--- config.mk ---
export PLATFORM = sky130hd
export DESIGN_NAME = newton_square_root_unit
export DESIGN_NICKNAME = d
export VERILOG_FILES = /design/src/nsr_pkg.sv /design/src/newton_square_root_unit.sv
export SDC_FILE = /design/constraint.sdc
export NUM_CORES = 1
export LEC_CHECK = 0
export BUFFER_PORTS_ARGS = -buffer_cell sky130_fd_sc_hd__buf_4
export CORE_MARGIN = 2
export CORE_UTILIZATION = 50
export DETAILED_ROUTE_END_ITERATION = 16
export PLACE_DENSITY = 0.68
export SYNTH_ARGS = -nofsm -noshare
export SYNTH_HDL_FRONTEND = slang
export SYNTH_SLANG_ARGS = --single-unit
--- constraint.sdc ---
create_clock -name clk -period 5.64 [get_ports clk]
set_clock_uncertainty 0.1 [all_clocks]
set_input_delay 1.128 -clock clk [delete_from_list [all_inputs] [get_ports clk]]
set_output_delay 1.128 -clock clk [all_outputs]
set_load 0.005 [all_outputs]
--- src/nsr_pkg.sv ---
// Shared constants, status codes and helpers for the newton square root unit.
// No dependencies.
package nsr_pkg;

	localparam int VALUE_W       = 32;
	localparam int ROOT_W        = 24;
	localparam int TOL_W         = 17;
	// guesses stay below 2**31 for any fraction width in range
	localparam int GUESS_W       = 32;
	localparam int FRAC_BITS_DEF = 16;
	localparam int MAX_ITER_DEF  = 64;
	localparam logic [TOL_W-1:0] TOL_RESET = 17'd1;

	typedef enum logic [1:0] {
		STATUS_OK    = 2'd0,
		STATUS_NEG   = 2'd1,
		STATUS_LIMIT = 2'd2
	} status_t;

	// clamp a guess to the root field
	function automatic logic [ROOT_W-1:0] sat_root(input logic [GUESS_W-1:0] g);
		logic [ROOT_W-1:0] r;
		if (|g[GUESS_W-1:ROOT_W]) begin
			r = {ROOT_W{1'b1}};
		end else begin
			r = g[ROOT_W-1:0];
		end
		return r;
	endfunction

endpackage

--- src/newton_square_root_unit.sv ---
// Newton-Raphson square root of a signed fixed-point operand.
// Depends on nsr_pkg.
//
// Usage:
//   Command channel: an operand beat is taken on a rising edge with start high
//   and busy low. Exactly one result beat follows: done is high for one cycle
//   with root and status valid. The receiver cannot stall; the result is gone
//   after that cycle.
//   Config channel: cfg_valid/cfg_ready write the tolerance; cfg_ready is low
//   while busy.
// Sequencing:
//   Negative, zero and exactly-one operands answer in the cycle after they are
//   taken, and busy stays low, so another beat may follow at once.
//   Other operands run k Newton steps, where k is 1 to MAX_ITER. Each step
//   is an MW-bit restoring division (MW = 31+FRAC_BITS) on one shared
//   subtract/compare unit, then an add state and a compare state.
//   busy is high for the whole item.
// Reset: asynchronous, clears the sequencer, drops busy and done, and sets the
//   tolerance to 1 LSB.
module newton_square_root_unit #(
	parameter int FRAC_BITS = nsr_pkg::FRAC_BITS_DEF,
	parameter int MAX_ITER  = nsr_pkg::MAX_ITER_DEF
) (
	input  logic                              clk,
	input  logic                              arst_n,
	input  logic                              start,
	output logic                              busy,
	input  logic signed [nsr_pkg::VALUE_W-1:0] value,
	input  logic                              cfg_valid,
	output logic                              cfg_ready,
	input  logic [nsr_pkg::TOL_W-1:0]          cfg_data,
	output logic                              done,
	output logic [nsr_pkg::ROOT_W-1:0]         root,
	output logic [1:0]                        status
);

	localparam int GW = nsr_pkg::GUESS_W;
	localparam int VW = nsr_pkg::VALUE_W;
	localparam int TW = nsr_pkg::TOL_W;
	localparam int MW = VW - 1 + FRAC_BITS;
	localparam int IW = $clog2(MAX_ITER + 1);
	localparam int CW = $clog2(MW);
	localparam logic [GW-1:0] ONE = {{(GW-1){1'b0}}, 1'b1} << FRAC_BITS;

	typedef enum logic [1:0] {
		ST_IDLE,
		ST_DIVIDE,
		ST_SUM,
		ST_CHECK
	} state_t;

	state_t           state_q;
	logic             busy_q;
	logic             done_q;
	logic [nsr_pkg::ROOT_W-1:0] root_q;
	nsr_pkg::status_t status_q;
	logic [TW-1:0]    tol_q;
	logic [MW-1:0]    m_q;
	logic [MW-1:0]    dvd_q;
	logic [GW-1:0]    rem_q;
	logic [GW-1:0]    last_q;
	logic [GW-1:0]    next_q;
	logic [IW-1:0]    iter_q;
	logic [CW-1:0]    cnt_q;

	logic [GW-1:0]    divisor;
	logic [GW:0]      rem_sh;
	logic             fits;
	logic [GW:0]      rem_nx;
	logic [MW:0]      sum_w;
	logic [GW-1:0]    diff_w;
	logic             conv;
	logic             at_limit;

	// shared divide step: one quotient bit a cycle
	always_comb begin
		divisor = (last_q == '0) ? {{(GW-1){1'b0}}, 1'b1} : last_q;
		rem_sh  = {rem_q, dvd_q[MW-1]};
		fits    = rem_sh >= {1'b0, divisor};
		rem_nx  = fits ? (rem_sh - {1'b0, divisor}) : rem_sh;
	end

	// guess update and convergence test
	always_comb begin
		sum_w    = {1'b0, dvd_q} + {{(MW+1-GW){1'b0}}, last_q};
		diff_w   = (last_q > next_q) ? (last_q - next_q) : (next_q - last_q);
		conv     = diff_w < {{(GW-TW){1'b0}}, tol_q};
		at_limit = iter_q >= IW'(MAX_ITER);
	end

	// tolerance register
	always_ff @(posedge clk or negedge arst_n) begin
		if (!arst_n) begin
			tol_q <= nsr_pkg::TOL_RESET;
		end else if (cfg_valid && cfg_ready) begin
			tol_q <= cfg_data;
		end
	end

	// sequencer, datapath and registered outputs
	always_ff @(posedge clk or negedge arst_n) begin
		if (!arst_n) begin
			state_q  <= ST_IDLE;
			busy_q   <= 1'b0;
			done_q   <= 1'b0;
			root_q   <= '0;
			status_q <= nsr_pkg::STATUS_OK;
			m_q      <= '0;
			dvd_q    <= '0;
			rem_q    <= '0;
			last_q   <= '0;
			next_q   <= '0;
			iter_q   <= '0;
			cnt_q    <= '0;
		end else begin
			done_q <= 1'b0;
			case (state_q)
				ST_IDLE: begin
					if (start) begin
						if (value[VW-1]) begin
							done_q   <= 1'b1;
							root_q   <= '0;
							status_q <= nsr_pkg::STATUS_NEG;
						end else if (value == '0) begin
							done_q   <= 1'b1;
							root_q   <= '0;
							status_q <= nsr_pkg::STATUS_OK;
						end else if ($unsigned(value) == ONE) begin
							done_q   <= 1'b1;
							root_q   <= nsr_pkg::sat_root(ONE);
							status_q <= nsr_pkg::STATUS_OK;
						end else begin
							m_q     <= {value[VW-2:0], {FRAC_BITS{1'b0}}};
							dvd_q   <= {value[VW-2:0], {FRAC_BITS{1'b0}}};
							rem_q   <= '0;
							last_q  <= ONE;
							iter_q  <= '0;
							cnt_q   <= CW'(MW - 1);
							busy_q  <= 1'b1;
							state_q <= ST_DIVIDE;
						end
					end
				end
				ST_DIVIDE: begin
					rem_q <= rem_nx[GW-1:0];
					dvd_q <= {dvd_q[MW-2:0], fits};
					cnt_q <= cnt_q - 1'b1;
					if (cnt_q == '0) begin
						state_q <= ST_SUM;
					end
				end
				ST_SUM: begin
					// quotient now sits in dvd_q
					next_q  <= sum_w[GW:1];
					iter_q  <= iter_q + 1'b1;
					state_q <= ST_CHECK;
				end
				ST_CHECK: begin
					if (conv || at_limit) begin
						done_q   <= 1'b1;
						root_q   <= nsr_pkg::sat_root(next_q);
						status_q <= conv ? nsr_pkg::STATUS_OK : nsr_pkg::STATUS_LIMIT;
						busy_q   <= 1'b0;
						state_q  <= ST_IDLE;
					end else begin
						last_q  <= next_q;
						dvd_q   <= m_q;
						rem_q   <= '0;
						cnt_q   <= CW'(MW - 1);
						state_q <= ST_DIVIDE;
					end
				end
				default: begin
					busy_q  <= 1'b0;
					state_q <= ST_IDLE;
				end
			endcase
		end
	end

	assign busy      = busy_q;
	assign cfg_ready = !busy_q;
	assign done      = done_q;
	assign root      = root_q;
	assign status    = status_q;

endmodule

Yosys cells after proc, flatten, opt, wreduce, memory -nomap -nowiden
Index checks and enable logic that the tools add are counted.
Storage, ports and cells
  bits in registers: 234
Cells by class
  add/sub/neg operators: 6
  $lt $le $gt $ge: 4
  equality and inequality tests: 12
  multiplexer cells: 65
  bitwise logic cells: 3
  reductions and logical operators: 18
Operators with widths (number)
  two-way mux 32 bit: 13
  two-way mux 47 bit: 5
  two-way mux 24 bit: 6
  case mux 47 bit (3 select lines): 1
  case mux 32 bit (3 select lines): 1
  subtractor 32 bit: 3
  zero test 32 bit: 2
  case mux 32 bit (2 select lines): 1
  case mux 24 bit (2 select lines): 1
  adder 33 x 32 -> 33 bit: 1
  greater-or-equal comparator 33 x 32 -> 1 bit: 1
  equality test 32 x 17 -> 1 bit (second input constant): 1
  greater-than comparator 32 bit: 1
  < comparator 32 x 17 -> 1 bit: 1
  two-way mux 6 bit: 5
  two-way mux 7 bit: 4
  two-way mux 2 bit: 11
  case mux 6 bit (3 select lines): 1
  AND reduction 6 bit: 3
  AND reduction 5 bit: 3
  != test 2 bit (second input constant): 7
  case mux 7 bit (2 select lines): 1
  two-way mux 1 bit: 11
  case mux 2 bit (4 select lines): 1
  18 further kinds: 23

Depth between registers and ports, before layout
Gate-level depths: netlist (run 1).
  depth after elaboration: 6
  depth in mapped cells: 30
  gate-level depth less buffers: 25

Worst setup path after synthesis (run 1)
Ideal clock, no wire load.
  path kind: flip-flop to flip-flop
  start: register last_q[0]
  end: register dvd_q[16]
  setup time: 125 ps
  arrival: 5800 ps
  setup slack: -385 ps
  cell stages (with the launch flop): 28
  path through: dfrtp_1 -> inv_1 -> ha_1 -> inv_1 -> fa_1 -> a211oi_2 -> o21ai_1 -> a41oi_1 -> o21ai_2 -> or3_1 -> buf_2 -> nand2_1 -> clkbuf_1 -> clkbuf_1 -> a21oi_1 -> xor2_1 -> ha_1 -> a2111oi_0 -> a21oi_1 -> o211ai_1 -> nand4b_1 -> a311oi_1 -> nand4_1 -> o41ai_4 -> a21oi_2 -> buf_6 -> buf_6 -> mux2_4
Between the ends
  word-level cells in the longest chain between the ends: 6
  elaborated cells on any way between the ends: 8
  those cells by class: 2 x add/sub; 2 x order compare; 1 x eq/ne; 1 x mux; 2 x reduce/logical
Ends and longest elaborated chain
  start: declaration: line newton_square_root_unit.sv:61  | logic [GW-1:0] last_q;
  start signal: assignment: line newton_square_root_unit.sv:166  | last_q <= next_q;
  subtractor 32 bit / greater-than comparator 32 bit (equally long branches): line newton_square_root_unit.sv:86  | diff_w = (last_q > next_q) ? (last_q - next_q) : (next_q - last_q);
  two-way mux 32 bit *: line newton_square_root_unit.sv:86
  < comparator 32 x 17 -> 1 bit *: line newton_square_root_unit.sv:87  | conv = diff_w < {{(GW-TW){1'b0}}, tol_q};
  logical OR 1 bit *: line newton_square_root_unit.sv:159  | if (conv || at_limit) begin
  != test 2 bit (no line) *
  AND reduction 6 bit (no line) *
  end signal: assignment: line newton_square_root_unit.sv:134  | dvd_q <= {value[VW-2:0], {FRAC_BITS{1'b0}}};
  end signal: assignment: line newton_square_root_unit.sv:146  | dvd_q <= {dvd_q[MW-2:0], fits};
  end signal: assignment: line newton_square_root_unit.sv:167  | dvd_q <= m_q;
  end: declaration: line newton_square_root_unit.sv:59  | logic [MW-1:0] dvd_q;
Mark *: on every way between the ends. The rest lies on a longest branch, timed or not.
A chain may end at the register's enable or synchronous reset.

Worst setup path after layout (run 1)
  start: register last_q[0]
  end: register rem_q[25]
Between the ends
  word-level cells in the longest chain between the ends: 6
  elaborated cells on any way between the ends: 14
  those cells by class: 3 x add/sub; 3 x order compare; 1 x eq/ne; 4 x mux; 3 x reduce/logical
Ends and longest elaborated chain
  subtractor 32 bit / greater-than comparator 32 bit (equally long branches): line newton_square_root_unit.sv:86
  two-way mux 32 bit: line newton_square_root_unit.sv:86
  < comparator 32 x 17 -> 1 bit: line newton_square_root_unit.sv:87
  logical OR 1 bit: line newton_square_root_unit.sv:159
  != test 2 bit (no line)
  AND reduction 6 bit (no line)
  end signal: assignment: line newton_square_root_unit.sv:145  | rem_q <= rem_nx[GW-1:0];
  end: declaration: line newton_square_root_unit.sv:60  | logic [GW-1:0] rem_q;
Several ways; a longest one is shown, not always the timed one.

==> results of run 1 <==
per-layer routing:
metal,share of wire,global-route usage
met5,0,0
met4,0.040,0.106
met3,0.048,0.0369
met2,0.45,0.466
met1,0.46,0.405
power breakdown:
| part | leakage (nW) | internal [mW] | switching (mW) | total [mW] |
|---|---|---|---|---|
| sequential | 2.74 | 1.69 | 0.00224 | 1.69 |
| clock | 0.454 | 1.10 | 0.770 | 1.87 |
| combinational | 7.55 | 0.0352 | 0.0606 | 0.0958 |
| total | 10.7 | 2.83 | 0.833 | 3.66 |
cells in the final DEF (no fill, tap or decap), drive strengths merged, types with 37 or more instances in the layout:
cell type / instances
a21oi: 152
nand2: 268
ha: 149
o21ai: 151
nor2: 83
mux2i: 52
a21o: 52
mux2: 90
clkbuf: 37
buf: 324
dfrtp: 233
xnor2: 45
inv: 182
nand3: 73
state kept, by name (all words and copies together), names as in the netlist:
name / count
next_q: 32
status: 2
rem_q: 32
state_q: 2
root: 24
iter_q: 7
done: 1
m_q: 31
cnt_q: 6
tol_q: 17
busy: 1
last_q: 32
dvd_q: 47
metrics by stage:
stage	total power, mW	cells	area (um2)	setup TNS, ps	hold slack [ps]
3_3_place_gp	1.82	2699	20300	-9690	381
5_1_grt	3.77	2772	21900	-13700	415
3_5_place_dp	1.82	2699	20300	-27530	390
2_1_floorplan	1.74	2046	17800	0	380
4_1_cts	3.69	2761	21500	0	407
6_report	3.66	2772	21900	0	406
timing repair:
action                     4_1_cts  5_1_grt
setup endpoints to repair      144      145
cloned                           5        1
gates resized for setup         31       92
pin swaps                       16        7
buffers inserted                 8       11
worst max path at each step:
stage,start,end,cells past startpoint
5_1_grt,last_q[21]$_DFFE_PN0P_,rem_q[25]$_DFFE_PN0P_,26
4_1_cts,last_q[0]$_DFFE_PN0P_,rem_q[4]$_DFFE_PN0P_,29
2_1_floorplan,last_q[24]$_DFFE_PN0P_,dvd_q[16]$_DFFE_PN0P_,25
6_report,last_q[0]$_DFFE_PN0P_,rem_q[25]$_DFFE_PN0P_,27
3_5_place_dp,last_q[0]$_DFFE_PN0P_,last_q[6]$_DFFE_PN0P_,26
3_3_place_gp,last_q[0]$_DFFE_PN0P_,last_q[6]$_DFFE_PN0P_,26
layout make-up:
| cell class | instances | area [um2] | share of cell area |
|---|---|---|---|
| multi-input combinational | 1527 | 11200 | 0.511 |
| sequential | 234 | 5860 | 0.267 |
| timing repair buffer | 325 | 2680 | 0.122 |
| clock buffer | 36 | 771 | 0.0351 |
| inverter | 182 | 683 | 0.0311 |
| tap | 455 | 569 | 0.0260 |
| clock inverter | 13 | 173 | 0.00787 |
worst reg2reg max path: stages (launching register included):
cell and delay, ps:
dfrtp_1 380, inv_2 90, ha_4 140, inv_2 30, fa_2 340, a211oi_2 220
o21ai_2 130, a41oi_4 220, o21ai_4 90, or3_4 370, buf_4 160, nand2_2 90
nor3_1 60, a21oi_1 150, xor2_1 90, ha_1 220, a2111oi_4 360, a21oi_2 100
o211ai_1 230, nand4b_1 180, a311oi_2 230, nand4_1 210, buf_4 210, o41ai_4 310
a21oi_4 140, buf_12 200, buf_12 170, mux2_4 310
logic make-up after synthesis:
group                    share of synthesized area
XOR/XNOR                                    0.0366
AO/OA/AOI/OAI                                0.214
flip-flops                                   0.331
buffers and inverters                       0.0644
multiplexers                                0.0957
adder cells (fa/ha/maj)                      0.110
AND/OR/NAND/NOR                              0.149
==> impl_metrics.py, run 1 <==
metrics = {
    "clocking": {
        "path_clk_slew_ps": 60,
        "cts.htree.levels": 1,
        "hold_buffers": 0,
        "cts_buffer_depth": 3,
        "clock-sinks": 234,
        "cts_tree": "built",
        "insertion_delay_ps": 580,
        "numCtsBuffers": 28,
        "clockRootBuffer": "clkbuf_16",
    },
    "detailed_routing": {
        "drt_first_pass_iters": 6,
        "drtAntennaViolNets": 0,
        "wirelength_mm": 53.8,
        "drt-initial-drc-count": 1218,
        "drc": 0,
        "vias": 16400,
        "wl_per_cell_um": 19.4,
        "via_per_inst": 5.90,
    },
    "critical_path": {
        "reg2reg_slack_ps": 30,
        "rr_worst_depth": 27,
        "critPathMaxFanout": 15,
        "reg2reg_from": "last_q[0]$_DFFE_PN0P_",
        "crit_arrival_ps": 5970,
        "worstPathRequired_ps": 6000,
        "cp_num_buf_inv": 6,
        "path_delay_family": "compound AO/OA/AOI/OAI gates",
        "end_kind": "flop",
        "crit_slowest_cell": "dfrtp_1",
        "reg2reg_to": "rem_q[25]$_DFFE_PN0P_",
        "path_class": "reg -> reg",
        "worst_setup_path_start_kind": "flop",
        "slowest_delay_ps": 380,
    },
    "run_status": {
        "outcome": "finished clean",
    },
    "grt": {
        "gr-total-overflow": 0,
        "antenna_found_initial": 0,
        "grt_pass1_wl_mm": 85.4,
        "grt_max_degree": 106,
        "grt_usage": 0.292,
        "grt_pass1_vias": 15900,
    },
    "sta": {
        "finalHoldViolations": 0,
        "finalSetupViolations": 0,
        "worstMarginPinSlew_ps": 1180,
        "drv_slew": 0,
        "slew_headroom": 0.213,
        "fin_crit_sh": 0.995,
        "max_freq_ghz": 0.178,
        "rsz0062_at_grt": "yes",
        "period_needed_ps": 5610,
        "fin_ws_ps": 28.4,
    },
    "yosys": {
        "syn-cell-area_um2": 17700,
        "synth_edf_count": 0,
        "synth_seq_cells": 234,
        "synth_top_area_share": 0.329,
        "ys_top_cells_by_area": "dfrtp_1 33%, ha_1 11%, nand2_1 5.7%",
        "post-synth-top-count-cell": "nand2_1",
        "yosysTopAreaCell": "dfrtp_1",
        "synth_commonest_cells": "267 x nand2_1, 233 x dfrtp_1, 180 x inv_1",
        "syn_avg_cell_area_um2": 8.66,
        "syn_nets": 2252,
        "synth_flop_cell": "dfrtp_1",
        "ys_seq_area_frac": 0.331,
        "yosysUniqueCellTypes": 79,
        "syn_inst": 2046,
        "yosysWarnings": 0,
        "async_flop_share": 1.00,
    },
    "place": {
        "dp.final_hpwl_mm": 39.7,
        "place_ws_ps": -357,
        "port_buffers": 81,
        "routabilityCongestion": 0.916,
    },
    "floorplan": {
        "row_count": 68,
        "core_um2": 34700,
        "die_area_um2": 36900,
        "initial_core_util": 0.510,
        "fp.dieH_um": 192,
        "fp.dieW_um": 192,
        "io_pins": 82,
    },
    "cells_and_area": {
        "fillers": 2967,
        "antenna_cells": 0,
        "finish.utilization": 0.632,
        "area_delta_synth_final_pct": 23.8,
        "nets": 2504,
        "drive_above_1_share": 0.241,
    },
    "power": {
        "power_density_nw_per_um2": 167,
        "p_leak_nw": 10.7,
        "peakVddDrop_v": 0.000225,
    },
    "worst_hold_path": {
        "min_to": "m_q[45]$_DFFE_PN0P_",
        "hp-class": "reg -> reg",
        "hold_path_startpoint": "m_q[45]$_DFFE_PN0P_",
        "hold_depth": 1,
    },
    "flow_run": {
        "maxCapViolations": 0,
    },
}
Power figures use the tool's default switching activity.
==> run 2: changes to the inputs <==
- CORE_ASPECT_RATIO: unset -> 0.5
==> run 2 against run 1 <==
Net effect: the flow now finishes with violations (negative setup slack); clock-buffer cell count shrank 4; final cell count up 0.69%; core utilization increased by 0.63 points; flip-flop and latch count unchanged; non-clock buffer count up 3; design area up 0.83%; maximum frequency decreased by 3.2%; total power down 2.8%; critical path depth shrank 1; critical path type unchanged; largest cell class unchanged.
==> impl_metrics.py, run 2 (synthesized netlist as in run 1, its figures left out) <==
metrics = {
    "worst_hold_path": {
        "hold_path_startpoint": "m_q[29]$_DFFE_PN0P_",
        "min_to": "m_q[29]$_DFFE_PN0P_",
        "hp-class": "reg -> reg",
        "hold_depth": 1,
    },
    "run_status": {
        "violations": "negative setup slack",
        "outcome": "complete, but fails checks",
    },
    "sta": {
        "drv_slew": 0,
        "fin_ws_ps": -159,
        "slew_headroom": 0.286,
        "worstMarginPinSlew_ps": 1060,
        "rsz0062_at_grt": "yes",
        "max_freq_ghz": 0.172,
        "holdWs_ps": 407,
        "period_needed_ps": 5800,
        "finalHoldViolations": 0,
        "fin_crit_sh": 1.03,
        "finalSetupViolations": 93,
    },
    "power": {
        "combPwrFrac": 0.027,
        "p_leak_nw": 10.7,
        "power_frac_seq": 0.475,
        "power_density_nw_per_um2": 161,
        "p_switching_uw": 811,
        "power_frac_clock": 0.498,
        "swShare": 0.228,
        "internal_power_mw": 2.74,
        "fin_total_pwr_mw": 3.56,
        "peakVddDrop_v": 0.000214,
    },
    "place": {
        "routabilityCongestion": 1.02,
        "place_inst": 2716,
        "port_buffers": 81,
        "dp.final_hpwl_mm": 40.6,
    },
    "grt": {
        "gr-total-overflow": 0,
        "antenna_found_initial": 1,
        "gr-max-usage-layer": "met1",
        "grt_pass1_vias": 15400,
        "grt_usage": 0.288,
        "grt.met3_usage": 0.0612,
        "grt_util_met1": 0.431,
        "grt_use_met2": 0.423,
        "grt_pass1_wl_mm": 84.7,
        "grt_max_degree": 113,
    },
    "flow_run": {
        "maxCapViolations": 0,
    },
    "clocking": {
        "cts_tree": "built",
        "numCtsBuffers": 24,
        "clock-sinks": 234,
        "cts_buffer_depth": 3,
        "insertion_delay_ps": 560,
        "hold_buffers": 0,
        "cts.htree.levels": 1,
        "clockRootBuffer": "clkbuf_16",
        "path_clk_slew_ps": 70,
    },
    "cells_and_area": {
        "instances_no_fill": 2791,
        "largest_reg_flops": 47,
        "final_cell_mix": "297 x buf_4, 263 x nand2_1, 233 x dfrtp_1, 177 x inv_1, 149 x a21oi_1",
        "fillers": 2865,
        "area_delta_synth_final_pct": 24.9,
        "multiInputGateArea_um2": 11400,
        "nets": 2504,
        "layout_commonest_cell": "buf_4",
        "top_register": "dvd_q",
        "drive_above_1_share": 0.243,
        "regArea_um2": 5860,
        "finish.utilization": 0.638,
        "antenna_cells": 0,
    },
    "critical_path": {
        "reg2reg_to": "dvd_q[32]$_DFFE_PN0P_",
        "rr_worst_depth": 26,
        "end_kind": "flop",
        "reg2reg_slack_ps": -160,
        "crit_arrival_ps": 6140,
        "slowest_delay_ps": 580,
        "worst_setup_path_start_kind": "flop",
        "crit_start": "next_q[15]$_DFFE_PN0P_",
        "path_class": "reg -> reg",
        "path_delay_family": "compound AO/OA/AOI/OAI gates",
        "reg2reg_from": "next_q[15]$_DFFE_PN0P_",
        "cp_num_buf_inv": 5,
        "cpMostUsedCell": "buf_6",
        "worstPathRequired_ps": 5980,
        "critPathMaxFanout": 7,
        "crit_slowest_cell": "or4_4",
    },
    "detailed_routing": {
        "via_per_inst": 5.95,
        "drt-initial-drc-count": 1616,
        "drt_first_pass_iters": 5,
        "wirelength_mm": 56.0,
        "wl_per_cell_um": 20.1,
        "drtAntennaViolNets": 0,
        "vias": 16600,
        "drc": 0,
    },
    "floorplan": {
        "fp.dieW_um": 270,
        "initial_core_util": 0.511,
        "fp.dieH_um": 137,
        "row_count": 48,
        "core_um2": 34700,
        "io_pins": 82,
        "die_area_um2": 37000,
    },
}
[run 2: power groups by stage]
| stage | Sequential [mW] | Clock (mW) | Combinational [mW] |
|---|---|---|---|
| floorplan | 1.72 | 0 | 0.0165 |
| global placement | 1.72 | 0 | 0.0949 |
| detailed placement | 1.72 | 0 | 0.0962 |
| CTS | 1.69 | 1.79 | 0.0967 |
| global route | 1.69 | 1.85 | 0.110 |
| finish | 1.69 | 1.77 | 0.0959 |
[run 2: cell type report]
class,count,area share
clock buffer,32,0.0303
timing repair buffer,328,0.125
multi-input combinational,1528,0.514
sequential,234,0.265
clock inverter,12,0.00809
inverter,182,0.0309
tap,475,0.0269
[run 2: worst max-delay path by stage]
stage                                        to  slack (ps)  depth (start not counted)
after floorplan           dvd_q[16]$_DFFE_PN0P_           9                         25
after global placement    dvd_q[20]$_DFFE_PN0P_        -270                         25
after detailed placement  last_q[2]$_DFFE_PN0P_        -500                         25
after CTS                 dvd_q[32]$_DFFE_PN0P_          -7                         27
after global routing      dvd_q[31]$_DFFE_PN0P_        -330                         30
final                     dvd_q[32]$_DFFE_PN0P_        -160                         26
[run 2: worst reg2reg max path, cell delays in order (launching register included)]
cell,delay [ps]
dfrtp_1,460
ha_4,320
and2_4,150
nand3_2,120
or4_4,580
o21ai_4,190
buf_6,130
nor3_4,50
nor2_4,140
buf_12,140
mux2i_2,210
xnor2_1,170
ha_1,260
o21a_1,100
o21ai_1,130
a21o_1,140
a21oi_1,70
o211ai_1,190
nand4b_1,200
a311oi_2,340
nand4_1,200
buf_4,190
o41ai_4,210
buf_6,190
a21oi_4,130
clkbuf_16,260
mux2_4,300
[run 2: metal layers]
| metal | wire (um) | part of all wire |
|---|---|---|
| met5 | 0 | 0 |
| met1 | 26600 | 0.47 |
| met4 | 1210 | 0.022 |
| met3 | 4770 | 0.085 |
| met2 | 23400 | 0.42 |
[run 2: what timing repair did]
item                       in CTS  in global routing
cloned                          2                  8
setup buffers                   5                 16
pin swaps                       6                 37
gates resized for setup        32                129
setup endpoints to repair     145                144
[run 2: through the flow]
stage	instance area, um2	setup TNS, ps	worst slack (ps)
finish	22100	-8720	-159
global route	22100	-33310	-334
CTS	21300	-40.1	-7.19
detailed placement	20200	-49290	-500
global placement	20200	-27490	-272
floorplan	17800	0	9.30
